<file path="src/rtl/core/ttd_pkg.sv">
// tiled texel detiler package: format codes, register indexes, lane masks
// item and result structs, texel expansion functions; no dependencies
`default_nettype none

package ttd_pkg;

    localparam int COORD_W = 12;
    localparam int DIM_W   = 11;
    localparam int IDX_W   = 20;

    localparam logic [2:0] FMT_I4     = 3'd0;
    localparam logic [2:0] FMT_I8     = 3'd1;
    localparam logic [2:0] FMT_A4I4   = 3'd2;
    localparam logic [2:0] FMT_A8I8   = 3'd3;
    localparam logic [2:0] FMT_R5G6B5 = 3'd4;
    localparam logic [2:0] FMT_RGB5A3 = 3'd5;
    localparam logic [2:0] FMT_ARGB8  = 3'd6;
    localparam logic [2:0] FMT_NONE   = 3'd7;

    localparam logic [1:0] REG_FORMAT = 2'd0;
    localparam logic [1:0] REG_WIDTH  = 2'd1;
    localparam logic [1:0] REG_HEIGHT = 2'd2;

    localparam logic [3:0] LANE_NONE = 4'd0;
    localparam logic [3:0] LANE_BYTE = 4'd1;
    localparam logic [3:0] LANE_WORD = 4'd3;
    localparam logic [3:0] LANE_RGBA = 4'd15;
    localparam logic [3:0] LANE_AR   = 4'd9;
    localparam logic [3:0] LANE_GB   = 4'd6;

    localparam logic [DIM_W-1:0] RESET_DIM = 11'd1024;

    typedef struct packed {
        logic [15:0]        src;
        logic [COORD_W-1:0] x;
        logic [COORD_W-1:0] y;
        logic [2:0]         fmt;
        logic               gb;
        logic               done;
        logic [DIM_W-1:0]   w;
        logic [DIM_W-1:0]   h;
    } t_item;

    typedef struct packed {
        logic [IDX_W-1:0] dest_index;
        logic [31:0]      texel;
        logic [3:0]       lane_mask;
        logic             run_end;
        logic             image_end;
    } t_res;

    function automatic logic [7:0] rep4(input logic [3:0] n);
        return {n, n};
    endfunction

    function automatic logic [7:0] rep5(input logic [4:0] n);
        return {n, n[4:2]};
    endfunction

    function automatic logic [31:0] rgb5a3_expand(input logic [15:0] p);
        logic [7:0] r, g, b, a;
        if (p[15]) begin
            a = 8'hff;
            r = rep5(p[14:10]);
            g = rep5(p[9:5]);
            b = rep5(p[4:0]);
        end else begin
            a = {p[14:12], p[14:12], p[14:13]};
            r = rep4(p[11:8]);
            g = rep4(p[7:4]);
            b = rep4(p[3:0]);
        end
        return {a, b, g, r};
    endfunction

endpackage

`default_nettype wire

</file>
<file path="src/rtl/core/ttd_walk.sv">
// tile walk counters and the input register of the detiler
// depends on ttd_pkg
`default_nettype none

module ttd_walk #(
    parameter int MAX_DIM = 1024
) (
    input  wire                 i_clk,
    input  wire                 i_rst_n,
    input  wire                 i_restart,
    input  wire  [2:0]          i_fmt,
    input  wire  [10:0]         i_width,
    input  wire  [10:0]         i_height,
    input  wire                 i_valid,
    input  wire  [15:0]         i_src_unit,
    output logic                o_stall,
    input  wire                 i_take,
    output ttd_pkg::t_item      o_item,
    output logic                o_item_vld
);
    import ttd_pkg::*;

    localparam int CMP_W = $clog2(MAX_DIM + 1) + DIM_W;

    logic [DIM_W-1:0]   r_tile_x, r_tile_y;
    logic [2:0]         r_row, r_col;
    logic               r_gb;
    logic               r_vld;
    t_item              r_item;

    logic [DIM_W-1:0]   n_tile_x, n_tile_y;
    logic [2:0]         n_row, n_col;
    logic               n_gb;
    logic               n_done;
    logic               load;
    logic [DIM_W-1:0]   w_c, h_c;
    logic [3:0]         tw, th, step, col_n, row_n;
    logic [COORD_W-1:0] tx_n, ty_n;

    always_comb begin
        w_c = (CMP_W'(i_width) > CMP_W'(MAX_DIM)) ? DIM_W'(MAX_DIM) : i_width;
        h_c = (CMP_W'(i_height) > CMP_W'(MAX_DIM)) ? DIM_W'(MAX_DIM) : i_height;
        tw   = (i_fmt <= FMT_A4I4) ? 4'd8 : 4'd4;
        th   = (i_fmt == FMT_I4) ? 4'd8 : 4'd4;
        step = (i_fmt == FMT_I4) ? 4'd2 : 4'd1;
        col_n = {1'b0, r_col} + step;
        row_n = {1'b0, r_row} + 4'd1;
        tx_n  = {1'b0, r_tile_x} + COORD_W'(tw);
        ty_n  = {1'b0, r_tile_y} + COORD_W'(th);

        n_tile_x = r_tile_x;
        n_tile_y = r_tile_y;
        n_row    = r_row;
        n_col    = col_n[2:0];
        n_gb     = r_gb;
        n_done   = 1'b0;
        if (col_n >= tw) begin
            n_col = 3'd0;
            n_row = row_n[2:0];
            if (row_n >= th) begin
                n_row = 3'd0;
                if (i_fmt == FMT_ARGB8 && !r_gb) begin
                    n_gb = 1'b1;
                end else begin
                    n_gb     = 1'b0;
                    n_tile_x = tx_n[DIM_W-1:0];
                    if (tx_n >= {1'b0, w_c}) begin
                        n_tile_x = '0;
                        n_tile_y = ty_n[DIM_W-1:0];
                        if (ty_n >= {1'b0, h_c}) begin
                            n_tile_y = '0;
                            n_done   = 1'b1;
                        end
                    end
                end
            end
        end
    end

    assign o_stall = r_vld && !i_take;
    assign load    = i_valid && !o_stall;

    always_ff @(posedge i_clk) begin
        if (!i_rst_n || i_restart) begin
            r_tile_x <= '0;
            r_tile_y <= '0;
            r_row    <= '0;
            r_col    <= '0;
            r_gb     <= 1'b0;
        end else if (load && i_fmt != FMT_NONE) begin
            r_tile_x <= n_tile_x;
            r_tile_y <= n_tile_y;
            r_row    <= n_row;
            r_col    <= n_col;
            r_gb     <= n_gb;
        end
        if (!i_rst_n) begin
            r_vld <= 1'b0;
        end else if (load) begin
            r_vld <= 1'b1;
        end else if (i_take) begin
            r_vld <= 1'b0;
        end
        if (load) begin
            r_item.src  <= i_src_unit;
            r_item.x    <= {1'b0, r_tile_x} + COORD_W'(r_col);
            r_item.y    <= {1'b0, r_tile_y} + COORD_W'(r_row);
            r_item.fmt  <= i_fmt;
            r_item.gb   <= r_gb;
            r_item.done <= n_done;
            r_item.w    <= w_c;
            r_item.h    <= h_c;
        end
    end

    assign o_item     = r_item;
    assign o_item_vld = r_vld;

endmodule

`default_nettype wire

</file>
<file path="src/rtl/core/ttd_decode.sv">
// texel decode: destination index and up to two results for one source unit
// depends on ttd_pkg
`default_nettype none

module ttd_decode (
    input  ttd_pkg::t_item i_item,
    input  wire            i_item_vld,
    output ttd_pkg::t_res  o_res0,
    output ttd_pkg::t_res  o_res1,
    output logic [1:0]     o_count
);
    import ttd_pkg::*;

    logic [22:0]      prod;
    logic [IDX_W-1:0] idx;
    logic             y_in, a_ok, b_ok;
    logic [31:0]      tex_a, tex_b;
    logic [3:0]       lane_a;
    t_res             ra, rb;

    always_comb begin
        prod = 23'(i_item.y) * 23'({1'b0, i_item.w}) + 23'(i_item.x);
        idx  = prod[IDX_W-1:0];
        y_in = i_item.y < {1'b0, i_item.h};
        a_ok = i_item_vld && y_in && (i_item.x < {1'b0, i_item.w})
               && i_item.fmt != FMT_NONE;
        b_ok = i_item_vld && y_in && i_item.fmt == FMT_I4
               && ((i_item.x + 12'd1) < {1'b0, i_item.w});
        tex_b  = {24'd0, rep4(i_item.src[3:0])};
        tex_a  = {16'd0, i_item.src};
        lane_a = LANE_WORD;
        case (i_item.fmt)
            FMT_I4: begin
                tex_a  = {24'd0, rep4(i_item.src[7:4])};
                lane_a = LANE_BYTE;
            end
            FMT_I8, FMT_A4I4: begin
                tex_a  = {24'd0, i_item.src[7:0]};
                lane_a = LANE_BYTE;
            end
            FMT_RGB5A3: begin
                tex_a  = rgb5a3_expand(i_item.src);
                lane_a = LANE_RGBA;
            end
            FMT_ARGB8: begin
                if (!i_item.gb) begin
                    tex_a  = {i_item.src[15:8], 16'd0, i_item.src[7:0]};
                    lane_a = LANE_AR;
                end else begin
                    tex_a  = {8'd0, i_item.src[7:0], i_item.src[15:8], 8'd0};
                    lane_a = LANE_GB;
                end
            end
            default: begin
                tex_a  = {16'd0, i_item.src};
                lane_a = LANE_WORD;
            end
        endcase

        ra = '{dest_index: idx, texel: tex_a, lane_mask: lane_a,
               run_end: !b_ok, image_end: i_item.done};
        rb = '{dest_index: idx + 20'd1, texel: tex_b, lane_mask: LANE_BYTE,
               run_end: 1'b1, image_end: i_item.done};

        o_res1  = rb;
        o_count = 2'd0;
        if (a_ok && b_ok) begin
            o_res0  = ra;
            o_count = 2'd2;
        end else if (a_ok) begin
            o_res0  = ra;
            o_count = 2'd1;
        end else if (b_ok) begin
            o_res0  = rb;
            o_count = 2'd1;
        end else begin
            o_res0 = '{dest_index: '0, texel: '0, lane_mask: LANE_NONE,
                       run_end: 1'b1, image_end: 1'b1};
            if (i_item_vld && i_item.done && i_item.fmt != FMT_NONE) begin
                o_count = 2'd1;
            end
        end
    end

endmodule

`default_nettype wire

</file>
<file path="src/rtl/core/ttd_outq.sv">
// four-entry result queue, takes up to two results per cycle and gives one per cycle unless stalled
// depends on ttd_pkg
`default_nettype none

module ttd_outq (
    input  wire            i_clk,
    input  wire            i_rst_n,
    input  wire            i_push,
    input  wire  [1:0]     i_count,
    input  ttd_pkg::t_res  i_res0,
    input  ttd_pkg::t_res  i_res1,
    output logic           o_room,
    output logic           o_valid,
    input  wire            i_stall,
    output ttd_pkg::t_res  o_res
);
    import ttd_pkg::*;

    t_res       r_mem [4];
    logic [1:0] r_wp, r_rp;
    logic [2:0] r_cnt;
    logic [1:0] n_add;
    logic       pop;

    assign o_room  = r_cnt <= 3'd2;
    assign o_valid = r_cnt != 3'd0;
    assign pop     = o_valid && !i_stall;
    assign n_add   = i_push ? i_count : 2'd0;

    always_ff @(posedge i_clk) begin
        if (!i_rst_n) begin
            r_wp  <= '0;
            r_rp  <= '0;
            r_cnt <= '0;
        end else begin
            r_wp  <= r_wp + n_add;
            r_rp  <= r_rp + {1'b0, pop};
            r_cnt <= r_cnt + {1'b0, n_add} - {2'b0, pop};
        end
        if (n_add != 2'd0) begin
            r_mem[r_wp] <= i_res0;
        end
        if (n_add == 2'd2) begin
            r_mem[r_wp + 2'd1] <= i_res1;
        end
    end

    assign o_res = r_mem[r_rp];

endmodule

`default_nettype wire

</file>
<file path="src/rtl/core/tiled_texel_detiler.sv">
// tiled texel detiler top level: register port, walk, decode, result queue
// input is registered in the walk, decoded, and queued in a four-entry result queue; one
// source unit per cycle unless o_stall, results leave one per cycle unless i_stall, so I4
// (two texels per byte) can stall the input; the y*width multiply sets the path
// synchronous active-low reset: walk at the first tile, queue empty,
// format I4, width and height 1024
`default_nettype none

module tiled_texel_detiler #(
    parameter int MAX_DIM = 1024
) (
    input  wire         i_clk,
    input  wire         i_rst_n,
    input  wire         psel,
    input  wire         penable,
    input  wire         pwrite,
    input  wire  [3:0]  paddr,
    input  wire  [31:0] pwdata,
    output logic [31:0] prdata,
    output logic        pready,
    input  wire         i_valid,
    output logic        o_stall,
    input  wire  [15:0] i_src_unit,
    output logic        o_valid,
    input  wire         i_stall,
    output logic [19:0] o_dest_index,
    output logic [31:0] o_texel,
    output logic [3:0]  o_lane_mask,
    output logic        o_run_end,
    output logic        o_image_end
);
    import ttd_pkg::*;

    logic [2:0]       r_fmt;
    logic [DIM_W-1:0] r_width, r_height;
    logic             wr, restart, take, room;
    logic [1:0]       cnt;
    t_item            item;
    logic             item_vld;
    t_res             res0, res1, res;

    assign pready  = 1'b1;
    assign wr      = psel && penable && pwrite;
    assign restart = wr && (paddr[3:2] inside {REG_FORMAT, REG_WIDTH, REG_HEIGHT});

    always_ff @(posedge i_clk) begin
        if (!i_rst_n) begin
            r_fmt    <= FMT_I4;
            r_width  <= RESET_DIM;
            r_height <= RESET_DIM;
        end else if (wr) begin
            case (paddr[3:2])
                REG_FORMAT: r_fmt    <= pwdata[2:0];
                REG_WIDTH:  r_width  <= pwdata[DIM_W-1:0];
                REG_HEIGHT: r_height <= pwdata[DIM_W-1:0];
                default:    ;
            endcase
        end
    end

    always_comb begin
        case (paddr[3:2])
            REG_FORMAT: prdata = {29'd0, r_fmt};
            REG_WIDTH:  prdata = {21'd0, r_width};
            REG_HEIGHT: prdata = {21'd0, r_height};
            default:    prdata = 32'd0;
        endcase
    end

    assign take = room;

    ttd_walk #(.MAX_DIM(MAX_DIM)) u_walk (
        .i_clk      (i_clk),
        .i_rst_n    (i_rst_n),
        .i_restart  (restart),
        .i_fmt      (r_fmt),
        .i_width    (r_width),
        .i_height   (r_height),
        .i_valid    (i_valid),
        .i_src_unit (i_src_unit),
        .o_stall    (o_stall),
        .i_take     (take),
        .o_item     (item),
        .o_item_vld (item_vld)
    );

    ttd_decode u_decode (
        .i_item     (item),
        .i_item_vld (item_vld),
        .o_res0     (res0),
        .o_res1     (res1),
        .o_count    (cnt)
    );

    ttd_outq u_outq (
        .i_clk   (i_clk),
        .i_rst_n (i_rst_n),
        .i_push  (item_vld && room),
        .i_count (cnt),
        .i_res0  (res0),
        .i_res1  (res1),
        .o_room  (room),
        .o_valid (o_valid),
        .i_stall (i_stall),
        .o_res   (res)
    );

    assign o_dest_index = res.dest_index;
    assign o_texel      = res.texel;
    assign o_lane_mask  = res.lane_mask;
    assign o_run_end    = res.run_end;
    assign o_image_end  = res.image_end;

endmodule

`default_nettype wire

</file>
<file path="config.mk">
export PLATFORM = sky130hd
export DESIGN_NAME = tiled_texel_detiler
export DESIGN_NICKNAME = d
export VERILOG_FILES = /design/src/rtl/core/ttd_pkg.sv /design/src/rtl/core/ttd_walk.sv /design/src/rtl/core/ttd_decode.sv /design/src/rtl/core/ttd_outq.sv /design/src/rtl/core/tiled_texel_detiler.sv
export SDC_FILE = /design/constraint.sdc
export NUM_CORES = 1
export LEC_CHECK = 0
export ABC_AREA = 1
export BUFFER_PORTS_ARGS = -buffer_cell sky130_fd_sc_hd__buf_4
export CORE_MARGIN = 5
export CORE_UTILIZATION = 45
export DETAILED_ROUTE_END_ITERATION = 8
export HOLD_SLACK_MARGIN = 0.05
export PLACE_DENSITY = 0.73
export SYNTH_ARGS = -nofsm -noshare
export SYNTH_HDL_FRONTEND = slang
export SYNTH_HIERARCHICAL = 1
export SYNTH_SLANG_ARGS = --single-unit
export TNS_END_PERCENT = 1
</file>
<file path="constraint.sdc">
create_clock -name i_clk -period 5 [get_ports i_clk]
set_input_delay 0.25 -clock i_clk [delete_from_list [all_inputs] [get_ports i_clk]]
set_output_delay 0.25 -clock i_clk [all_outputs]
set_load 0.02 [all_outputs]
</file>
Yosys cells after proc, flatten, opt, wreduce, memory -nomap -nowiden. Memory sizes are Yosys's and may differ from the RTL's. A register that Yosys moved wholly into a read port is not among the register bits. Index checks and enable logic that the tools add are counted.

Reduce and logical (&&, ||, !) cells: 41. Bitwise operators: 4. $lt $le $gt $ge: 11. Equal/unequal tests: 10. Add/subtract/negate cells: 14. Multiply operators: 1. Multiplexer cells: 35.

Operators by type and width (number): $mux 58 (3); $pmux 32 s4 (1); $mux 11 (4); $lt 12x11->1 (3); $pmux 11 s3 (1); $mux 32 (1); $mux 8 (4); $add 11x3->12 (2); $add 11x4->12 (2); $ge 12x11->1 (2); $gt 11x11->1 const B (2); $add 20x1->20 const B (1); $add 20x12->20 (1); $mul 12x11->20 (1); $logic_and 1x1->1 (17); $add 12x1->12 const B (1); $mux 2 (6); $mux 4 (3); $pmux 4 s3 (1); $eq 3x3->1 const B (3); $mux 1 (9); $ge 4x4->1 (2); $reduce_and 2->1 (4); $le 3x2->1 const B (2); other kinds (26) (40).

Bits of input ports: 59. Output and inout bits: 93. RAM bits: 232. Bits in registers: 129. Memories: 1.

Memory list: u_outq.r_mem (words 4, bits a word 58, rd ports 1, clocked after Yosys merged registers in 1, wr ports 2, RTL line ttd_outq.sv:19) `t_res r_mem [4];`.

Longest topological paths before layout. Gate-level depths: netlist of the first run.

Word-level depth: 11. Depth in mapped cells: 30. Mapped depth without buffers: 30.

Cells and area by module. Netlist of the first run, hierarchy kept.

Modules (own cells, without submodules): ttd_outq (area each 11547.3 µm², instances 1, cells each 1199, sequential area each 7106.8 µm²); ttd_decode (area each 7731.2 µm², instances 1, cells each 1240, sequential area each 0.0 µm²); ttd_walk (area each 4738.3 µm², instances 1, cells each 496, sequential area each 2532.4 µm²); tiled_texel_detiler (area each 1431.4 µm², instances 1, cells each 222, sequential area each 500.5 µm²).

Worst setup path before layout of the first run. OpenSTA, ideal clock, no wires.

Path type: register to register. Start point: register u_walk.r_item, in the netlist u_walk/o_item[20]. End point: memory u_outq/r_mem[3][56] (netlist name), data pin. Setup time: 0.268 ns. Setup slack: -0.351 ns. Arrival: 5.083 ns. Cell stages (with the launch flop): 26. Required time: 4.732 ns. Buffers on the path: 1. Path through: edfxtp_1 > clkbuf_1 > nand2_1 > fa_1 > fa_1 > inv_1 > fa_1 > fa_1 > inv_1 > fa_1 > inv_1 > ha_1 > nand2_1 > inv_1 > a21oi_1 > nand3_1 > nand2_1 > nand2_2 > nor2_1 > nand2_1 > nor2_1 > nand3_1 > nand3_1 > nand2_1 > nand2_1 > o21ai_0.

RTL lines: start: declaration (RTL line ttd_walk.sv:29) `t_item r_item;`; end: declaration (RTL line ttd_outq.sv:19).

==> results of run 1 <==
[power by group through the flow]
stage	Sequential, W	Clock, W	Combinational, W
floorplan	0.00349	0	0.00501
global placement	0.00355	0	0.00728
detailed placement	0.00356	0	0.00739
CTS	0.00348	0.00282	0.00809
global route	0.00350	0.00295	0.00940
finish	0.00349	0.00278	0.00846
[cells by family (layout without fill, tap and decap cells)]
logic type               Yosys count  after routing  synth area share [%]
buffers and inverters            687            859                  11.9
adder cells (fa/ha/maj)          215            215                  13.6
other                              4             51                0.0590
XOR/XNOR                          43             43                  1.48
AO/OA/AOI/OAI                    556            556                  11.7
AND/OR/NAND/NOR                 1295           1295                  21.4
flip-flops                       357            357                  39.8
[path summary, 6_finish.rpt]
kind / startpoint / slack [ns] / end
setup / recovery: u_walk/o_item[32]$_DFFE_PP_ / -0.32 / u_outq/r_mem[0][49]$_DFFE_PP_
hold / removal: pwdata[0] / 0.08 / r_width[0]$_SDFFE_PN0P_
setup reg to reg: u_walk/o_item[32]$_DFFE_PP_ / -0.32 / u_outq/r_mem[0][49]$_DFFE_PP_
hold reg to reg: u_walk/r_gb$_SDFFE_PP0P_ / 0.48 / u_walk/r_gb$_SDFFE_PP0P_
[sequential cells by signal (all words and copies together) (netlist names)]
signal,flops
u_walk/r_tile_y,9
u_outq/r_wp,2
u_walk/r_tile_x,9
u_outq/r_mem,232
u_walk/r_row,3
u_walk/r_gb,1
r_width,11
r_fmt,3
u_walk/r_col,3
r_height,11
u_outq/r_rp,2
u_walk/o_item,67
u_outq/r_cnt,3
u_walk/o_item_vld,1
[routing by layer]
metal	wire length [um]	track usage, %	up-vias	share of wire (%)
met1	27300	27.6	9786	42
met3	4540	2.95	113	7.0
met5	0	0	-	0
met4	1610	6.05	0	2.5
met2	31000	35.1	732	48
li1	-	-	10500	-
[worst max-delay path: cells and delay by family, from the launching register on]
family | cells | cell delay, ns
buffers and inverters | 8 | 0.67
AND/OR/NAND/NOR | 7 | 0.57
AO/OA/AOI/OAI | 5 | 0.53
adder cells (fa/ha/maj) | 6 | 2.73
flip-flops | 1 | 0.55
[repair_timing]
action / in CTS / in global routing
hold endpoints to repair: 37 / 0
hold buffers: 28 / 0
resized for setup: 79 / 40
buffers inserted: 35 / 4
pin swaps: 67 / 31
endpoints found under the setup margin: 51 / 60
[through the flow]
| stage | setup TNS, ns | hold slack [ns] | util, % | instances |
|---|---|---|---|---|
| finish | -10.98 | 0.0816 | 52.7 | 4132 |
| CTS | -10.05 | 0.0574 | 52.4 | 4128 |
| global placement | -13.37 | 0.429 | 48.8 | 3996 |
| detailed placement | -16.03 | 0.430 | 48.8 | 3996 |
| floorplan | 0 | 0.343 | - | 3204 |
| global route | -24.28 | 0.0921 | 52.7 | 4132 |
[cell usage after synthesis, types with 21 or more instances]
cell,n
buf_2,21
nand2_1,782
nand3_1,95
xor2_1,37
nor2_1,294
o22ai_1,60
dfxtp_1,58
clkbuf_1,84
edfxtp_1,299
nand2_2,25
a21oi_1,71
buf_4,69
fa_1,103
o21ai_0,300
o21ai_1,90
ha_1,112
inv_1,462
[cell type report]
class / count / area, um2 / area share, %
multi-input combinational: 2160 / 13000 / 43.8
clock inverter: 14 / 159 / 0.537
sequential: 357 / 10100 / 34.3
clock buffer: 55 / 1050 / 3.53
timing repair buffer: 304 / 2520 / 8.51
inverter: 486 / 1830 / 6.18
tap: 756 / 946 / 3.20
==> impl_metrics.py, run 1 <==
metrics = {
    "outcome": {
        "outcome": "complete, but fails checks",
        "violations": "setup timing",
    },
    "placed_design": {
        "place_congestion": 0.914,
        "io_buffers": 106,
        "post-place-ws_ns": -0.475,
        "dpl_cell_area_um2": 27400,
        "place_hpwl_um": 44500,
    },
    "clocking": {
        "cts.sinks": 357,
        "cts-root-buf": "clkbuf_16",
        "cts_buffers": 39,
        "cts_tree": "built",
        "clk_path_buf_depth": 3,
        "h-tree-depth": 2,
        "clkSlewWorstSetupHoldPaths_ns": 0.06,
        "clock_latency_ns": 0.58,
    },
    "die": {
        "die_y_um": 248,
        "io_pins": 152,
        "rows": 87,
        "die_x_um": 248,
        "dieArea_um2": 61400,
        "core_um2": 56200,
        "initial_utilization_pct": 45.3,
    },
    "route": {
        "vias_per_cell": 5.11,
        "wl_um": 64400,
        "drt-pass1-iter-count": 6,
        "first_iter_violations": 1663,
        "drc": 0,
        "ant_nets": 0,
        "wl_per_cell_um": 15.6,
        "vias": 21100,
    },
    "layout": {
        "syn_to_final_growth_pct": 16.3,
        "antenna_cells": 0,
        "nets": 3622,
        "layout-drive-gt1-share_pct": 15.6,
        "fillers": 5133,
        "final_common_cell": "nand2_1",
        "design_area_um2": 29600,
        "layout_common_cells": "nand2_1 (746), inv_1 (447), edfxtp_1 (299)",
    },
    "yosys": {
        "syn-cell-area_um2": 25400,
        "yosysTopAreaCell": "edfxtp_1",
        "synthCells": 3157,
        "ys_seq_elements": 357,
        "ys_async_sr_fraction_pct": 0,
        "yosys.cell_types.count": 55,
        "synth_seq_area_share_pct": 39.8,
        "synth-edff-count": 299,
        "ys_warn_count": 6,
        "syn_avg_cell_area_um2": 8.06,
        "ys_top_cells_by_area": "edfxtp_1 (35%), nand2_1 (12%), fa_1 (8.1%)",
        "synth-main-ff-cell": "edfxtp_1",
        "yosysTopAreaCellShare_pct": 35.3,
    },
    "sta": {
        "worst_slew_pin_slew_ns": 1.13,
        "rsz0062_at_grt": "true",
        "slew_headroom_pct": 24.3,
        "skew_ns": 0.0404,
        "fin_crit_sh_pct": 106,
        "hold_viol": 0,
        "period_needed_ns": 5.32,
        "maxSlewViolCount": 0,
        "worst_slack_ns": -0.317,
        "fmax_ghz": 0.188,
        "setup_viol": 48,
    },
    "worst_hold_path": {
        "hold_depth": 5,
        "hold_path_class": "in2reg",
    },
    "power": {
        "seqPwrFrac_pct": 23.7,
        "clock_power_share_pct": 18.9,
        "pwr-share-comb_pct": 57.4,
        "internal_power_w": 0.00834,
        "p_total_w": 0.0147,
        "p_sw_share_pct": 43.4,
        "p_leak_nw": 13.4,
        "ir_worst_vdd_uv": 533,
        "power.density_nw_per_um2": 498,
        "switching_power_w": 0.00639,
    },
    "global_route": {
        "grt_pass1_vias": 20300,
        "grt.total_usage_pct": 20.6,
        "grt_pass1_wl_um": 103000,
        "antenna_found_initial": 1,
        "grt_max_degree": 117,
        "grt_overflow": 0,
    },
    "setup_path": {
        "worstPathArrival_ns": 5.62,
        "timing.critical_path.slowest_stage_cell": "edfxtp_1",
        "rr_worst_depth": 26,
        "worst-setup-path-type": "reg2reg",
        "path_max_fanout": 6,
        "required_ns": 5.30,
        "cp_common_cell": "fa_1",
        "critPathMaxStageDelay_ns": 0.55,
        "crit_path_start_kind": "flip-flop",
        "cp-end-kind": "flip-flop",
    },
    "run": {
        "cap_violations": 0,
    },
}
Power figures use the tool's default switching activity.
==> run 2, diff against run 1 <==
--- a/config.mk
+++ b/config.mk
@@ -10,8 +10,8 @@
 export CORE_MARGIN = 5
 export CORE_UTILIZATION = 45
 export DETAILED_ROUTE_END_ITERATION = 8
-export HOLD_SLACK_MARGIN = 0.05
-export PLACE_DENSITY = 0.73
+export HOLD_SLACK_MARGIN = 0.02
+export PLACE_DENSITY = 0.71
 export SYNTH_ARGS = -nofsm -noshare
 export SYNTH_HDL_FRONTEND = slang
 export SYNTH_HIERARCHICAL = 1
==> constraint.sdc (replaced) <==
create_clock -name i_clk -period 6.25 [get_ports i_clk]
set_input_delay 0.3125 -clock i_clk [delete_from_list [all_inputs] [get_ports i_clk]]
set_output_delay 0.3125 -clock i_clk [all_outputs]
set_load 0.02 [all_outputs]
==> run 2 against run 1 <==
The flow now finishes without violations. Critical endpoint is now u_outq/r_mem[0][56]$_DFFE_PP_. Hold slack worse by 0.0047 ns. Routed wire length fell by 5.1%. Critical path type unchanged. Design area down 5.4%. Sequential power is 19% lower. Via count decreased by 3.7%. Global-route usage is 0.99 points lower. Utilization fell by 2.8 points.
==> impl_metrics.py, run 2 (synthesized netlist as in run 1, its figures left out) <==
metrics = {
    "power": {
        "power.density_nw_per_um2": 352,
        "p_leak_nw": 12.7,
        "ir_worst_vdd_uv": 297,
    },
    "global_route": {
        "grt_pass1_wl_um": 98200,
        "antenna_found_initial": 0,
        "grt.total_usage_pct": 19.6,
        "grt_pass1_vias": 19200,
        "grt_overflow": 0,
        "grt_max_degree": 117,
    },
    "placed_design": {
        "place_congestion": 0.899,
        "place_hpwl_um": 42400,
        "io_buffers": 106,
    },
    "route": {
        "drc": 0,
        "drt-pass1-iter-count": 7,
        "wl_um": 61100,
        "ant_nets": 0,
        "vias_per_cell": 5.07,
        "first_iter_violations": 1631,
        "vias": 20300,
        "wl_per_cell_um": 15.3,
    },
    "clocking": {
        "cts.sinks": 357,
        "cts_buffers": 39,
        "clkSlewWorstSetupHoldPaths_ns": 0.06,
        "clock_latency_ns": 0.57,
        "cts_tree": "built",
        "h-tree-depth": 2,
        "clk_path_buf_depth": 3,
        "cts-root-buf": "clkbuf_16",
    },
    "setup_path": {
        "crit_chain": "nand2_1, inv_1, fa_1, fa_1, fa_1, fa_1, inv_1, fa_1, inv_1, ha_1, nand2_1, inv_1, a21oi_1, nand3_1, nand2_1, nand2_1, nor2_1, nand2_1, nor2_1, nand3_1, nand3_1, nand2_1, nand2_1, o21ai_0",
        "worst-setup-path-type": "reg2reg",
        "timing.rr.start": "u_walk/o_item[33]$_DFFE_PP_",
        "path_max_fanout": 12,
        "cp_common_cell": "nand2_1",
        "path_delay_family": "adder cells",
        "startpoint": "u_walk/o_item[33]$_DFFE_PP_",
        "cp-end-kind": "flip-flop",
        "critPathMaxStageDelay_ns": 0.60,
        "worstPathArrival_ns": 6.04,
        "crit_path_start_kind": "flip-flop",
        "timing.critical_path.slowest_stage_cell": "edfxtp_1",
        "crit_buf_inv": 4,
        "required_ns": 6.53,
    },
    "layout": {
        "final_util_pct": 49.9,
        "final_common_cell": "nand2_1",
        "fillers": 5334,
        "regMostFlops": "u_outq/r_mem",
        "largest_reg_flops": 232,
        "nets": 3490,
        "layout-drive-gt1-share_pct": 9.70,
        "syn_to_final_growth_pct": 10.1,
        "antenna_cells": 0,
        "layout_common_cells": "nand2_1 (778), inv_1 (461), o21ai_0 (300)",
    },
    "sta": {
        "rsz0062_at_grt": "false",
        "whs_ns": 0.0769,
        "finalSetupTns_ns": 0,
        "hold_viol": 0,
        "worst_slew_pin_slew_ns": 1.18,
        "fin_crit_sh_pct": 92.1,
        "fmax_ghz": 0.174,
        "period_needed_ns": 5.76,
        "slew_headroom_pct": 21.1,
        "setup_viol": 0,
        "skew_ns": 0.0287,
        "maxSlewViolCount": 0,
    },
    "die": {
        "io_pins": 152,
        "dieArea_um2": 61400,
        "rows": 87,
        "die_y_um": 248,
        "core_um2": 56200,
        "die_x_um": 248,
        "initial_utilization_pct": 45.3,
    },
    "worst_hold_path": {
        "min_from": "i_valid",
        "hold_path_class": "in2reg",
    },
    "outcome": {
        "outcome": "completed",
    },
    "run": {
        "cap_violations": 0,
    },
}
-- run 2: changes by cell type in the layout (fill, tap and decap cells not counted), sizes merged --
cell,previous run,this run
inv,483,484
clkinvlp,0,3
buf,276,155
clkinv,14,17
clkbuf,55,50
dlygate4sd3,28,17
-- run 2: layout make-up --
type	count	area [um2]	area share [%]
Clock inverter	21	213	0.759
Tap cell	756	946	3.38
Sequential cell	357	10100	36.2
Timing Repair Buffer	172	1370	4.90
Inverter	486	1830	6.53
Clock buffer	50	1020	3.63
Multi-Input combinational cell	2160	12500	44.6
-- run 2: report_power, final --
| group | leakage (nW) | switching (W) | internal [W] | total [W] |
|---|---|---|---|---|
| logic | 8.76 | 0.00324 | 0.00155 | 0.00480 |
| registers | 3.34 | 0.000134 | 0.00270 | 0.00283 |
| clock network | 0.591 | 0.000950 | 0.00129 | 0.00224 |
| total | 12.7 | 0.00433 | 0.00554 | 0.00987 |
-- run 2: metal layers --
metal	vias up	global-route usage [%]	part of all wire, %
met5	-	0	0
met4	0	5.74	2.2
met3	100	3.14	6.6
met2	677	33.1	48
met1	9327	26.3	44
li1	10200	-	-
-- run 2: worst paths after layout --
path	endpoint	slack (ns)	cells after the start
setup / recovery	u_outq/r_mem[0][56]$_DFFE_PP_	0.49	24
hold / removal	u_walk/o_item_vld$_SDFFE_PN0P_	0.08	3
setup reg to reg	u_outq/r_mem[0][56]$_DFFE_PP_	0.49	24
hold reg to reg	u_walk/o_item[40]$_DFFE_PP_	0.50	0
-- run 2: repair_timing --
item	in CTS	in global routing
hold buffers	17	0
endpoints found under the setup margin	0	12
resized for setup	0	0
buffers inserted	0	19
endpoints found under the hold margin	18	0
-- run 2: through the flow --
step / total power [W] / instance area [um2] / setup WS, ns / cells
2_1_floorplan: 0.00646 / 25600 / 0.899 / 3204
3_3_place_gp: 0.00757 / 26500 / 0.441 / 3895
3_5_place_dp: 0.00765 / 26500 / 0.408 / 3895
4_1_cts: 0.00992 / 27900 / 0.399 / 3983
5_1_grt: 0.0107 / 28000 / 0.00255 / 4002
6_report: 0.00987 / 28000 / 0.495 / 4002
-- run 2: worst reg2reg max path: cells and delay by family, from the launching register on --
kind	cells	cell delay (ns)
buf+inv	4	0.20
simple gates	12	1.42
flops	1	0.60
compound gates	2	0.33
fa+ha+maj	6	2.90
